--- src/hw/rtl/sfml_pkg.sv ---
`default_nettype none
// ----------------------------------------------------------------------------
// sfml_pkg
// Shared types and constants for the subsampled frame mean luma block.
// ----------------------------------------------------------------------------
package sfml_pkg;

  localparam int CFG_W      = 13;
  localparam int DIM_W      = 12;
  localparam int MAX_DIM    = 4096;
  localparam int SAMPLE_LG  = 3;    // sample step of 8 pixels in both axes
  localparam int PIX_W      = 8;
  localparam int TOTAL_W    = 27;
  localparam int COUNT_W    = 19;
  localparam int MEAN_W     = 16;
  localparam int NUM_W      = TOTAL_W + MEAN_W;
  localparam int STEP_W     = 4;    // counts the quotient bits

  localparam logic [PIX_W-1:0] LUMA_RED_WEIGHT   = 8'd54;
  localparam logic [PIX_W-1:0] LUMA_GREEN_WEIGHT = 8'd183;
  localparam logic [PIX_W-1:0] LUMA_BLUE_WEIGHT  = 8'd19;

  localparam int QUEUE_DEPTH = 2;
  localparam int QPTR_W      = $clog2(QUEUE_DEPTH);
  localparam int QCNT_W      = $clog2(QUEUE_DEPTH + 1);

  typedef enum logic [0:0] {
    CFG_FRAME_WIDTH  = 1'b0,
    CFG_FRAME_HEIGHT = 1'b1
  } cfg_reg_t;

  // Per-frame sums handed from the accumulator to the divider
  typedef struct packed {
    logic [TOTAL_W-1:0] total;
    logic [COUNT_W-1:0] count;
  } frame_sum_t;

  // Last valid position for a dimension register: zero acts as one,
  // anything above MAX_DIM acts as MAX_DIM.
  function automatic logic [DIM_W-1:0] dim_last(input logic [CFG_W-1:0] v);
    logic [CFG_W-1:0] m1;
    m1 = v - CFG_W'(1);
    if (v == '0) begin
      dim_last = '0;
    end else if (v > CFG_W'(MAX_DIM)) begin
      dim_last = DIM_W'(MAX_DIM - 1);
    end else begin
      dim_last = m1[DIM_W-1:0];
    end
  endfunction

endpackage
`default_nettype wire

--- src/hw/rtl/subsampled_frame_mean_luma.sv ---
`default_nettype none
// ----------------------------------------------------------------------------
// subsampled_frame_mean_luma
// Mean luma of each frame, sampled on an 8x8 pixel grid.
//
// Pixels enter in raster order on the in_ stream, one BGR pixel per beat.
// Frame size comes from two registers written on the cfg_ port (index 0 is
// frame width, index 1 is frame height, both 640 after reset). On the last
// pixel of a frame the block emits one out_ beat carrying the mean luma as
// a 16-bit fraction, 65535 meaning full scale.
// Throughput: one pixel per cycle while the queue has room. The per-frame
// sums pass through a two-entry queue to a single restoring divider that
// loads, computes 16 quotient bits and outputs one frame at a time, so
// short frames throttle in_tready once the queue fills.
// A frame's result passes the stage register, the queue, the divider's
// load, quotient and done states, then the output register.
// Reset clears the counters, sums, queue and output valid flag; rst_n is
// synchronous. When the receiver stalls, the result waits in the output
// register while the next frame keeps streaming and its sums queue up.
// ----------------------------------------------------------------------------
module subsampled_frame_mean_luma
  import sfml_pkg::*;
(
  input  wire logic               clk,
  input  wire logic               rst_n,
  input  wire logic               cfg_valid,
  output logic                    cfg_ready,
  input  wire logic [0:0]         cfg_index,
  input  wire logic [CFG_W-1:0]   cfg_data,
  input  wire logic               in_tvalid,
  output logic                    in_tready,
  input  wire logic [23:0]        in_tdata,   // blue [7:0], green [15:8], red [23:16]
  output logic                    out_tvalid,
  input  wire logic               out_tready,
  output logic [MEAN_W-1:0]       out_tdata   // mean_luma [15:0]
);

  logic [QCNT_W-1:0] q_free;
  logic              sum_push, q_valid, q_pop;
  frame_sum_t        sum_data, q_data;

  sfml_front u_front (
    .clk       (clk),
    .rst_n     (rst_n),
    .cfg_valid (cfg_valid),
    .cfg_ready (cfg_ready),
    .cfg_index (cfg_reg_t'(cfg_index)),
    .cfg_data  (cfg_data),
    .in_tvalid (in_tvalid),
    .in_tready (in_tready),
    .in_blue   (in_tdata[7:0]),
    .in_green  (in_tdata[15:8]),
    .in_red    (in_tdata[23:16]),
    .q_free    (q_free),
    .sum_push  (sum_push),
    .sum_data  (sum_data)
  );

  sfml_queue u_queue (
    .clk       (clk),
    .rst_n     (rst_n),
    .push      (sum_push),
    .push_data (sum_data),
    .free      (q_free),
    .pop_valid (q_valid),
    .pop       (q_pop),
    .pop_data  (q_data)
  );

  sfml_back u_back (
    .clk        (clk),
    .rst_n      (rst_n),
    .q_valid    (q_valid),
    .q_pop      (q_pop),
    .q_data     (q_data),
    .out_tvalid (out_tvalid),
    .out_tready (out_tready),
    .out_tdata  (out_tdata)
  );

endmodule
`default_nettype wire

--- src/hw/rtl/sfml_front.sv ---
`default_nettype none
// ----------------------------------------------------------------------------
// sfml_front
// Pixel intake: position counters, luma, subsample select and per-frame sums.
// ----------------------------------------------------------------------------
module sfml_front
  import sfml_pkg::*;
(
  input  wire logic               clk,
  input  wire logic               rst_n,
  input  wire logic               cfg_valid,
  output logic                    cfg_ready,
  input  wire cfg_reg_t           cfg_index,
  input  wire logic [CFG_W-1:0]   cfg_data,
  input  wire logic               in_tvalid,
  output logic                    in_tready,
  input  wire logic [PIX_W-1:0]   in_blue,
  input  wire logic [PIX_W-1:0]   in_green,
  input  wire logic [PIX_W-1:0]   in_red,
  input  wire logic [QCNT_W-1:0]  q_free,
  output logic                    sum_push,
  output frame_sum_t              sum_data
);

  logic [CFG_W-1:0]   width_r, height_r;
  logic [DIM_W-1:0]   col_r, row_r;
  logic [PIX_W-1:0]   luma_r;
  logic               smp_r, eof_r, vld_r;
  logic [TOTAL_W-1:0] total_r;
  logic [COUNT_W-1:0] count_r;

  logic               in_accept;
  logic [15:0]        luma_full;
  logic               sample, last_col, last_row, eof;
  logic [TOTAL_W-1:0] tot_sum;
  logic [COUNT_W-1:0] cnt_sum;

  assign cfg_ready = 1'b1;

  // one frame may still sit in the stage register on its way to the queue
  assign in_tready = q_free > QCNT_W'(vld_r && eof_r);
  assign in_accept = in_tvalid && in_tready;

  assign luma_full = {8'd0, in_red}   * {8'd0, LUMA_RED_WEIGHT}
                   + {8'd0, in_green} * {8'd0, LUMA_GREEN_WEIGHT}
                   + {8'd0, in_blue}  * {8'd0, LUMA_BLUE_WEIGHT};

  assign sample   = (col_r[SAMPLE_LG-1:0] == '0) && (row_r[SAMPLE_LG-1:0] == '0);
  assign last_col = col_r >= dim_last(width_r);
  assign last_row = row_r >= dim_last(height_r);
  assign eof      = last_col && last_row;

  assign tot_sum  = total_r + (smp_r ? TOTAL_W'(luma_r) : '0);
  assign cnt_sum  = count_r + COUNT_W'(smp_r);

  assign sum_push       = vld_r && eof_r;
  assign sum_data.total = tot_sum;
  assign sum_data.count = cnt_sum;

  always_ff @(posedge clk) begin
    if (!rst_n) begin
      width_r  <= CFG_W'(640);
      height_r <= CFG_W'(640);
      col_r    <= '0;
      row_r    <= '0;
      vld_r    <= 1'b0;
      total_r  <= '0;
      count_r  <= '0;
    end else begin
      if (cfg_valid && cfg_ready) begin
        case (cfg_index)
          CFG_FRAME_WIDTH:  width_r  <= cfg_data;
          CFG_FRAME_HEIGHT: height_r <= cfg_data;
          default:          width_r  <= width_r;
        endcase
      end
      if (in_accept) begin
        if (!last_col) begin
          col_r <= col_r + DIM_W'(1);
        end else if (!last_row) begin
          col_r <= '0;
          row_r <= row_r + DIM_W'(1);
        end else begin
          col_r <= '0;
          row_r <= '0;
        end
      end
      vld_r <= in_accept;
      // accumulate the staged beat; clear after handing off a frame
      if (vld_r) begin
        if (eof_r) begin
          total_r <= '0;
          count_r <= '0;
        end else begin
          total_r <= tot_sum;
          count_r <= cnt_sum;
        end
      end
    end
  end

  always_ff @(posedge clk) begin
    if (in_accept) begin
      luma_r <= luma_full[15:8];
      smp_r  <= sample;
      eof_r  <= eof;
    end
  end

  a_push_room: assert property (@(posedge clk) disable iff (!rst_n)
    sum_push |-> q_free != '0)
    else $error("frame sums pushed into a full queue");

  a_eof_push: assert property (@(posedge clk) disable iff (!rst_n)
    (in_accept && eof) |=> sum_push)
    else $error("end of frame did not reach the queue");

endmodule
`default_nettype wire

--- src/hw/rtl/sfml_queue.sv ---
`default_nettype none
// ----------------------------------------------------------------------------
// sfml_queue
// Short queue of per-frame sums between the accumulator and the divider.
// ----------------------------------------------------------------------------
module sfml_queue
  import sfml_pkg::*;
(
  input  wire logic               clk,
  input  wire logic               rst_n,
  input  wire logic               push,
  input  wire frame_sum_t         push_data,
  output logic [QCNT_W-1:0]       free,
  output logic                    pop_valid,
  input  wire logic               pop,
  output frame_sum_t              pop_data
);

  frame_sum_t        mem_r [QUEUE_DEPTH];
  logic [QPTR_W-1:0] wptr_r, rptr_r;
  logic [QCNT_W-1:0] cnt_r;
  logic              do_push, do_pop;

  assign do_push   = push && (cnt_r != QCNT_W'(QUEUE_DEPTH));
  assign do_pop    = pop && (cnt_r != '0);
  assign free      = QCNT_W'(QUEUE_DEPTH) - cnt_r;
  assign pop_valid = cnt_r != '0;
  assign pop_data  = mem_r[rptr_r];

  always_ff @(posedge clk) begin
    if (!rst_n) begin
      wptr_r <= '0;
      rptr_r <= '0;
      cnt_r  <= '0;
    end else begin
      if (do_push) wptr_r <= wptr_r + QPTR_W'(1);
      if (do_pop)  rptr_r <= rptr_r + QPTR_W'(1);
      cnt_r <= cnt_r + QCNT_W'(do_push) - QCNT_W'(do_pop);
    end
  end

  always_ff @(posedge clk) begin
    if (do_push) mem_r[wptr_r] <= push_data;
  end

endmodule
`default_nettype wire

--- src/hw/rtl/sfml_back.sv ---
`default_nettype none
// ----------------------------------------------------------------------------
// sfml_back
// Mean computation: total*65535 / (255*count), one quotient bit per cycle,
// into an output register.
// ----------------------------------------------------------------------------
module sfml_back
  import sfml_pkg::*;
(
  input  wire logic               clk,
  input  wire logic               rst_n,
  input  wire logic               q_valid,
  output logic                    q_pop,
  input  wire frame_sum_t         q_data,
  output logic                    out_tvalid,
  input  wire logic               out_tready,
  output logic [MEAN_W-1:0]       out_tdata
);

  typedef enum logic [1:0] {ST_IDLE, ST_DIV, ST_DONE} state_t;

  state_t              state_r, state_nxt;
  logic [TOTAL_W-1:0]  rem_r, rem_nxt;
  logic [MEAN_W-1:0]   quo_r, quo_nxt;
  logic [TOTAL_W-1:0]  den_r, den_nxt;
  logic [STEP_W-1:0]   step_r, step_nxt;
  logic                out_vld_r, out_vld_nxt;
  logic [MEAN_W-1:0]   mean_r, mean_nxt;

  logic [NUM_W-1:0]    num;
  logic [TOTAL_W:0]    shifted, diff;
  logic                ge;

  // total*65535 and count*255 as shift-and-subtract
  assign num     = {q_data.total, {MEAN_W{1'b0}}} - NUM_W'(q_data.total);
  assign shifted = {rem_r, quo_r[MEAN_W-1]};
  assign diff    = shifted - {1'b0, den_r};
  assign ge      = shifted >= {1'b0, den_r};

  assign q_pop      = (state_r == ST_IDLE) && q_valid;
  assign out_tvalid = out_vld_r;
  assign out_tdata  = mean_r;

  always_comb begin
    state_nxt   = state_r;
    rem_nxt     = rem_r;
    quo_nxt     = quo_r;
    den_nxt     = den_r;
    step_nxt    = step_r;
    mean_nxt    = mean_r;
    out_vld_nxt = out_vld_r && !out_tready;
    case (state_r)
      ST_IDLE: begin
        if (q_valid) begin
          rem_nxt   = num[NUM_W-1:MEAN_W];
          quo_nxt   = num[MEAN_W-1:0];
          den_nxt   = {q_data.count, 8'd0} - TOTAL_W'(q_data.count);
          step_nxt  = STEP_W'(MEAN_W - 1);
          state_nxt = ST_DIV;
        end
      end
      ST_DIV: begin
        rem_nxt  = ge ? diff[TOTAL_W-1:0] : shifted[TOTAL_W-1:0];
        quo_nxt  = {quo_r[MEAN_W-2:0], ge};
        step_nxt = step_r - STEP_W'(1);
        if (step_r == '0) state_nxt = ST_DONE;
      end
      ST_DONE: begin
        // hold the quotient until the output register frees up
        if (!out_vld_r || out_tready) begin
          mean_nxt    = (den_r == '0) ? '0 : quo_r;
          out_vld_nxt = 1'b1;
          state_nxt   = ST_IDLE;
        end
      end
      default: state_nxt = ST_IDLE;
    endcase
  end

  always_ff @(posedge clk) begin
    if (!rst_n) begin
      state_r   <= ST_IDLE;
      out_vld_r <= 1'b0;
    end else begin
      state_r   <= state_nxt;
      out_vld_r <= out_vld_nxt;
    end
    rem_r  <= rem_nxt;
    quo_r  <= quo_nxt;
    den_r  <= den_nxt;
    step_r <= step_nxt;
    mean_r <= mean_nxt;
  end

  a_rem_bound: assert property (@(posedge clk) disable iff (!rst_n)
    (state_r == ST_DIV && den_r != '0) |-> rem_r < den_r)
    else $error("partial remainder reached the divisor");

  a_load_done: assert property (@(posedge clk) disable iff (!rst_n)
    (out_tvalid && !$past(out_tvalid)) |-> $past(state_r) == ST_DONE)
    else $error("output loaded outside the done state");

endmodule
`default_nettype wire
--- config.mk ---
export PLATFORM = sky130hd
export DESIGN_NAME = subsampled_frame_mean_luma
export DESIGN_NICKNAME = d
export VERILOG_FILES = /design/src/hw/rtl/sfml_pkg.sv /design/src/hw/rtl/subsampled_frame_mean_luma.sv /design/src/hw/rtl/sfml_front.sv /design/src/hw/rtl/sfml_queue.sv /design/src/hw/rtl/sfml_back.sv
export SDC_FILE = /design/constraint.sdc
export NUM_CORES = 1
export LEC_CHECK = 0
export ABC_CLOCK_PERIOD_IN_PS = 16900
export BUFFER_PORTS_ARGS = -buffer_cell sky130_fd_sc_hd__buf_2
export CAP_MARGIN = 30
export CELL_PAD_IN_SITES_DETAIL_PLACEMENT = 1
export CELL_PAD_IN_SITES_GLOBAL_PLACEMENT = 1
export CORE_MARGIN = 2
export CORE_UTILIZATION = 30
export DETAILED_ROUTE_END_ITERATION = 16
export GPL_TIMING_DRIVEN = 0
export PLACE_DENSITY = 0.59
export SYNTH_ARGS = -nofsm -noshare
export SYNTH_HDL_FRONTEND = slang
export SYNTH_SLANG_ARGS = --single-unit
--- constraint.sdc ---
create_clock -name clk -period 16.9 [get_ports clk]
set_input_delay 1.69 -clock clk [delete_from_list [all_inputs] [get_ports clk]]
set_output_delay 1.69 -clock clk [all_outputs]
set_load 0.01 [all_outputs]
; After elaboration in Yosys (flattened, before gate mapping)
; Memory sizes are Yosys's and may differ from the RTL's. A register that Yosys moved wholly into a read port is not among the register bits.
; Index checks and enable logic that the tools add are counted.
[totals]
ff_bits = 204
latchBits = 0
ram_bits = 92
romBits = 0
inputBits = 43
out_inout_bits = 19
memories = 1
[op_classes]
add_sub_neg = 17
mul = 3
div_mod_pow = 0
order_cmp = 6
n_eq_ne = 6
shifts = 0
muxes = 26
bitwise = 1
n_reduce_logical = 27
[memory_table]
columns = memory, words, word_bits, rd, rd_ports_with_merged_regs, write_ports, line
row1 = u_queue.mem_r, 2, 46, 1, 1, 1, sfml_queue.sv:19  ; frame_sum_t mem_r [QUEUE_DEPTH];
[ops]
columns = op, n
row1 = 27-bit two-way mux, 3
row2 = 12-bit two-way mux, 6
row3 = 27-bit one-hot mux with 2 select lines, 1
row4 = 43-bit by 27-bit subtractor with 43-bit output, 1
row5 = 16-bit one-hot mux with 2 select lines, 1
row6 = 28-bit by 27-bit >= comparator with 1-bit output, 1
row7 = 27-bit adder, 1
row8 = 27-bit zero test, 1
row9 = 27-bit by 19-bit subtractor with 27-bit output, 1
row10 = 27-bit subtractor, 1
row11 = "13-bit greater-than comparator, second input constant", 2
row12 = 13-bit zero test, 2
row13 = "8-bit by 5-bit multiplier with 13-bit output, second input constant", 2
row14 = "12-bit by 1-bit adder with 12-bit output, second input constant", 2
row15 = 12-bit >= comparator, 2
row16 = "12-bit by 1-bit subtractor with 12-bit output, second input constant", 2
row17 = 19-bit by 1-bit adder with 19-bit output, 1
row18 = 19-bit two-way mux, 1
row19 = 14-bit by 16-bit adder with 16-bit output, 1
row20 = 16-bit by 13-bit adder with 16-bit output, 1
row21 = "8-bit by 8-bit multiplier with 16-bit output, second input constant", 1
row22 = 16-bit two-way mux, 1
row23 = 2-bit AND reduction, 6
row24 = 1-bit logical AND, 8
row25 = other kinds (24), 37

; Depth between registers and ports, before layout
[depth]
depth_word = 5
mapped_depth = 22
mapped_depth_nobuf = 22

; Hierarchy
; Synthesis repeated with hierarchy kept, for this count alone.
[hier_totals]
hier_cells = 2206
area_unflattened_um2 = 21458.1
[modules_own_cells]
columns = mod, n_inst, cells_per_inst, area_per_inst_um2, seq_area_each_um2
row1 = sfml_front, 1, 1198, 10117.2, 2242.2
row2 = sfml_back, 1, 836, 7554.7, 2762.6
row3 = sfml_queue, 1, 172, 3786.1, 2862.7

; Least setup slack after synthesis
; Ideal clock, no wire load.
[synth_path]
path_type = input -> register
start = in in_tdata[3]
end = reg u_front.luma_r[7], data pin
setup_time_ns = 0.260
t_arrival_ns = 6.439
path_slack_ns = 10.201
path_stages = 19
path_buffers = 0
path_cell_list = fa_1 inv_1 fa_1 inv_1 fa_1 fa_1 fa_1 inv_1 fa_1 inv_1 ha_1 nand3_1 a21oi_1 nor3_1 a211oi_1 nor3_1 o21bai_1 a21oi_1 xnor2_1
[synth_between]
elab_chain_len = 2
[synth_rtl]
columns = item, line
row1 = start: declaration, subsampled_frame_mean_luma.sv:32  ; input wire logic [23:0] in_tdata,
row2 = 8-bit by 5-bit multiplier with 13-bit output, sfml_front.sv:46  ; + {8'd0, in_blue} * {8'd0, LUMA_BLUE_WEIGHT};
row3 = 16-bit by 13-bit adder with 16-bit output, sfml_front.sv:46
row4 = named net u_front.luma_full[15], sfml_front.sv:33  ; logic [15:0] luma_full;
row5 = end signal: assignment, sfml_front.sv:104  ; luma_r <= luma_full[15:8];
row6 = end: declaration, sfml_front.sv:27  ; logic [PIX_W-1:0] luma_r;
; The timed path passes the listed nets, and every way through them passes these cells.
; A chain may end at the register's enable or synchronous reset.

; Worst setup path in the final report
[layout_path]
start = in in_tdata[14]
end = reg u_front.luma_r[7], data pin
[layout_between]
elab_chain_len = 3
[layout_rtl]
columns = item, line
row1 = 8-bit by 8-bit multiplier with 16-bit output, sfml_front.sv:45  ; + {8'd0, in_green} * {8'd0, LUMA_GREEN_WEIGHT}
row2 = 14-bit by 16-bit adder with 16-bit output, sfml_front.sv:45
row3 = 16-bit by 13-bit adder with 16-bit output, sfml_front.sv:46
row4 = named net u_front.luma_full[15], sfml_front.sv:33
; The timed path passes the listed nets, and every way through them passes these cells.

==> impl_metrics.json <==
{
  "hpwl_mm": 45.8,
  "gr-usage-all-layers": 0.160,
  "coreArea_sq_um": 68200,
  "clock_latency_ns": 0.56,
  "route.detailed.drc": 0,
  "synthCells": 2125,
  "cp.arrival_ns": 7.04,
  "viasPerCell": 4.89,
  "area_growth_pct": 13.5,
  "period_needed_ns": 6.74,
  "cts.sinks": 297,
  "cts-hold-fix-buffers": 0,
  "die_height_um": 266,
  "worstPathRequired_ns": 17.19,
  "ant_nets": 0,
  "synth_largest_area_cell": "edfxtp_1",
  "rows": 96,
  "syn-num-nets": 2413,
  "p_leak_uw": 0.00953,
  "cts_buffers": 36,
  "slew-limit-headroom": 0.339,
  "io_pins": 62,
  "cts-root-buf": "clkbuf_16",
  "cp_max_fo": 5,
  "clk_pin_slew_worst_paths_ns": 0.06,
  "status": "complete, no violations",
  "yosysTopAreaCellShare": 0.280,
  "drive_gt1_frac": 0.0792,
  "die_area_sq_um": 70700,
  "post_drt_wl_per_cell_um": 18.0,
  "num_vias": 15400,
  "grt_max_degree": 39,
  "ys_seq_area_frac": 0.382,
  "die_w_um": 266,
  "synthTopCellsByArea": "edfxtp_1, ha_1, dfxtp_1",
  "start_util": 0.302,
  "cts_tree": "done",
  "crit_type": "input pin to register",
  "ir_drop_uv": 70.4,
  "dr.first_iter.drc_count": 616,
  "synth.distinct_cells": 77,
  "antenna_found_initial": 0,
  "maxCapViolCount": 0,
  "rsz0062_at_grt": "false",
  "p_per_area_nw_per_um2": 183,
  "htreeDepth": 2,
  "syn_avg_cell_area_sq_um": 9.69,
  "crit_path_end_kind": "register",
  "synth_edf_count": 192,
  "synth_area_sq_um": 20600,
  "fmax_mhz": 148,
  "hold_class": "register to register",
  "final_cell_mix": "inv_1, edfxtp_1, ha_1, nand2_1, nor2_1",
  "final_core_util": 0.342,
  "grt_pass1_vias": 16400,
  "worst_pin_slew_ns": 0.986,
  "finalNetCount": 2521,
  "cts_resized": 0,
  "clock_path_buffers": 3,
  "portBuffers": 59,
  "min_period_over_period": 0.399,
  "reg2regPathDepth": 21,
  "postCtsSetupRepairBufs": 0,
  "post-place-cells": 3077,
  "final_common_cell": "inv_1",
  "fin_tns_setup_ns": 0,
  "antenna_cells": 0,
  "min_path_cells": 2,
  "drt-total-wl_mm": 56.6,
  "report.final.hold_viol_count": 0,
  "synth-seq-cells": 297,
  "grt_pass1_wl_mm": 90.2,
  "ys.flop_type": "edfxtp_1",
  "r2r_setup_slack_ns": 11.37,
  "synth-async-reset-ratio": 0,
  "skew_ns": 0.0166,
  "final_cell_count_no_fill": 3143,
  "place.gp.congestion": 0.854,
  "critPathLaunchType": "input pin",
  "dr.pass1.iters": 5,
  "slew_violations": 0,
  "finalSetupViolCount": 0,
  "grt-ovfl-total": 0,
  "yosysWarnings": 0
}
sequential cells by signal, indices dropped and copies added (netlist names), 2 cells and up, named ones only:
register / flops
u_front.count_r: 19
u_back.step_r: 4
u_front.row_r: 12
u_back.rem_r: 27
u_back.out_tdata: 16
u_back.den_r: 27
u_front.col_r: 12
u_queue.mem_r: 92
u_front.height_r: 13
u_back.quo_r: 16
u_queue.cnt_r: 2
u_front.total_r: 27
u_back.state_r: 2
u_front.luma_r: 8
u_front.width_r: 13
stage by stage:
| step | cell area (sq um) | hold slack (ns) | total power [uW] | setup slack, ns |
|---|---|---|---|---|
| finish | 23400 | 0.495 | 4290 | 10.16 |
| global route | 23400 | 0.524 | 4680 | 9.70 |
| CTS | 23400 | 0.496 | 4350 | 10.12 |
| detailed placement | 22100 | 0.476 | 3510 | 9.53 |
| global placement | 22000 | 0.472 | 3420 | 9.61 |
| floorplan | 20600 | 0.448 | 2830 | 10.20 |
area by class of cell:
class / instances / area, sq um
fill: 7854 / 44900
sequential: 297 / 7870
inverter: 194 / 728
tap: 882 / 1100
timing repair buffer: 70 / 422
buffer: 70 / 338
multi-input combinational: 1564 / 11700
clock inverter: 22 / 254
clock buffer: 44 / 982
critical path, cell delays in order:
cell      delay [ns]
buf_2           0.16
fa_1            0.51
inv_1           0.05
fa_1            0.51
inv_1           0.05
fa_1            0.47
fa_1            0.52
fa_1            0.54
inv_1           0.05
fa_1            0.55
inv_1           0.05
ha_1            0.32
nand3_1         0.09
a21oi_1         0.06
nor3_1          0.50
a211oi_1        0.24
nor3_1          0.24
o21bai_1        0.14
a21oi_1         0.19
xnor2_1         0.10
power by group:
part           switching (uW)  total (uW)  internal, uW  leakage, uW
clock network             327         808           481     0.000596
registers                83.7        1130          1040      0.00266
logic                    1430        2350           918      0.00628
logic make-up after synthesis:
kind of cell	share of synthesized area
other cells	0.000182
flops	0.382
buf+inv	0.0518
mux	0.0246
simple gates	0.165
fa+ha+maj	0.172
compound gates	0.127
xor+xnor	0.0778
path summary, 6_finish.rpt:
path | from | endpoint
max | in_tdata[14] | u_front.luma_r[7]
min | u_front.row_r[11] | u_front.row_r[11]
max reg2reg | register | u_back.rem_r[23]
min reg2reg | u_front.row_r[11] | u_front.row_r[11]
metal layers:
| layer | GRT usage | up-vias | share of wire |
|---|---|---|---|
| li1 | - | 7635 | - |
| met1 | 0.202 | 7486 | 0.46 |
| met2 | 0.285 | 157 | 0.49 |
| met3 | 0.0198 | 79 | 0.021 |
| met4 | 0.0503 | 0 | 0.029 |
| met5 | 0 | - | 0 |
cell usage after synthesis (all sizes together) (29+ instances only):
master  number
nand2      168
ha         182
a21oi      137
a21boi      36
nor3        54
xor2        88
nor2b       80
o21ai       77
a21o        36
and3        29
clkbuf      56
nor2       138
mux2i       37
nand3       60
fa          63
edfxtp     192
dfxtp      105
xnor2       95
and2        33
inv        194
(Power assumes the default switching activity.)
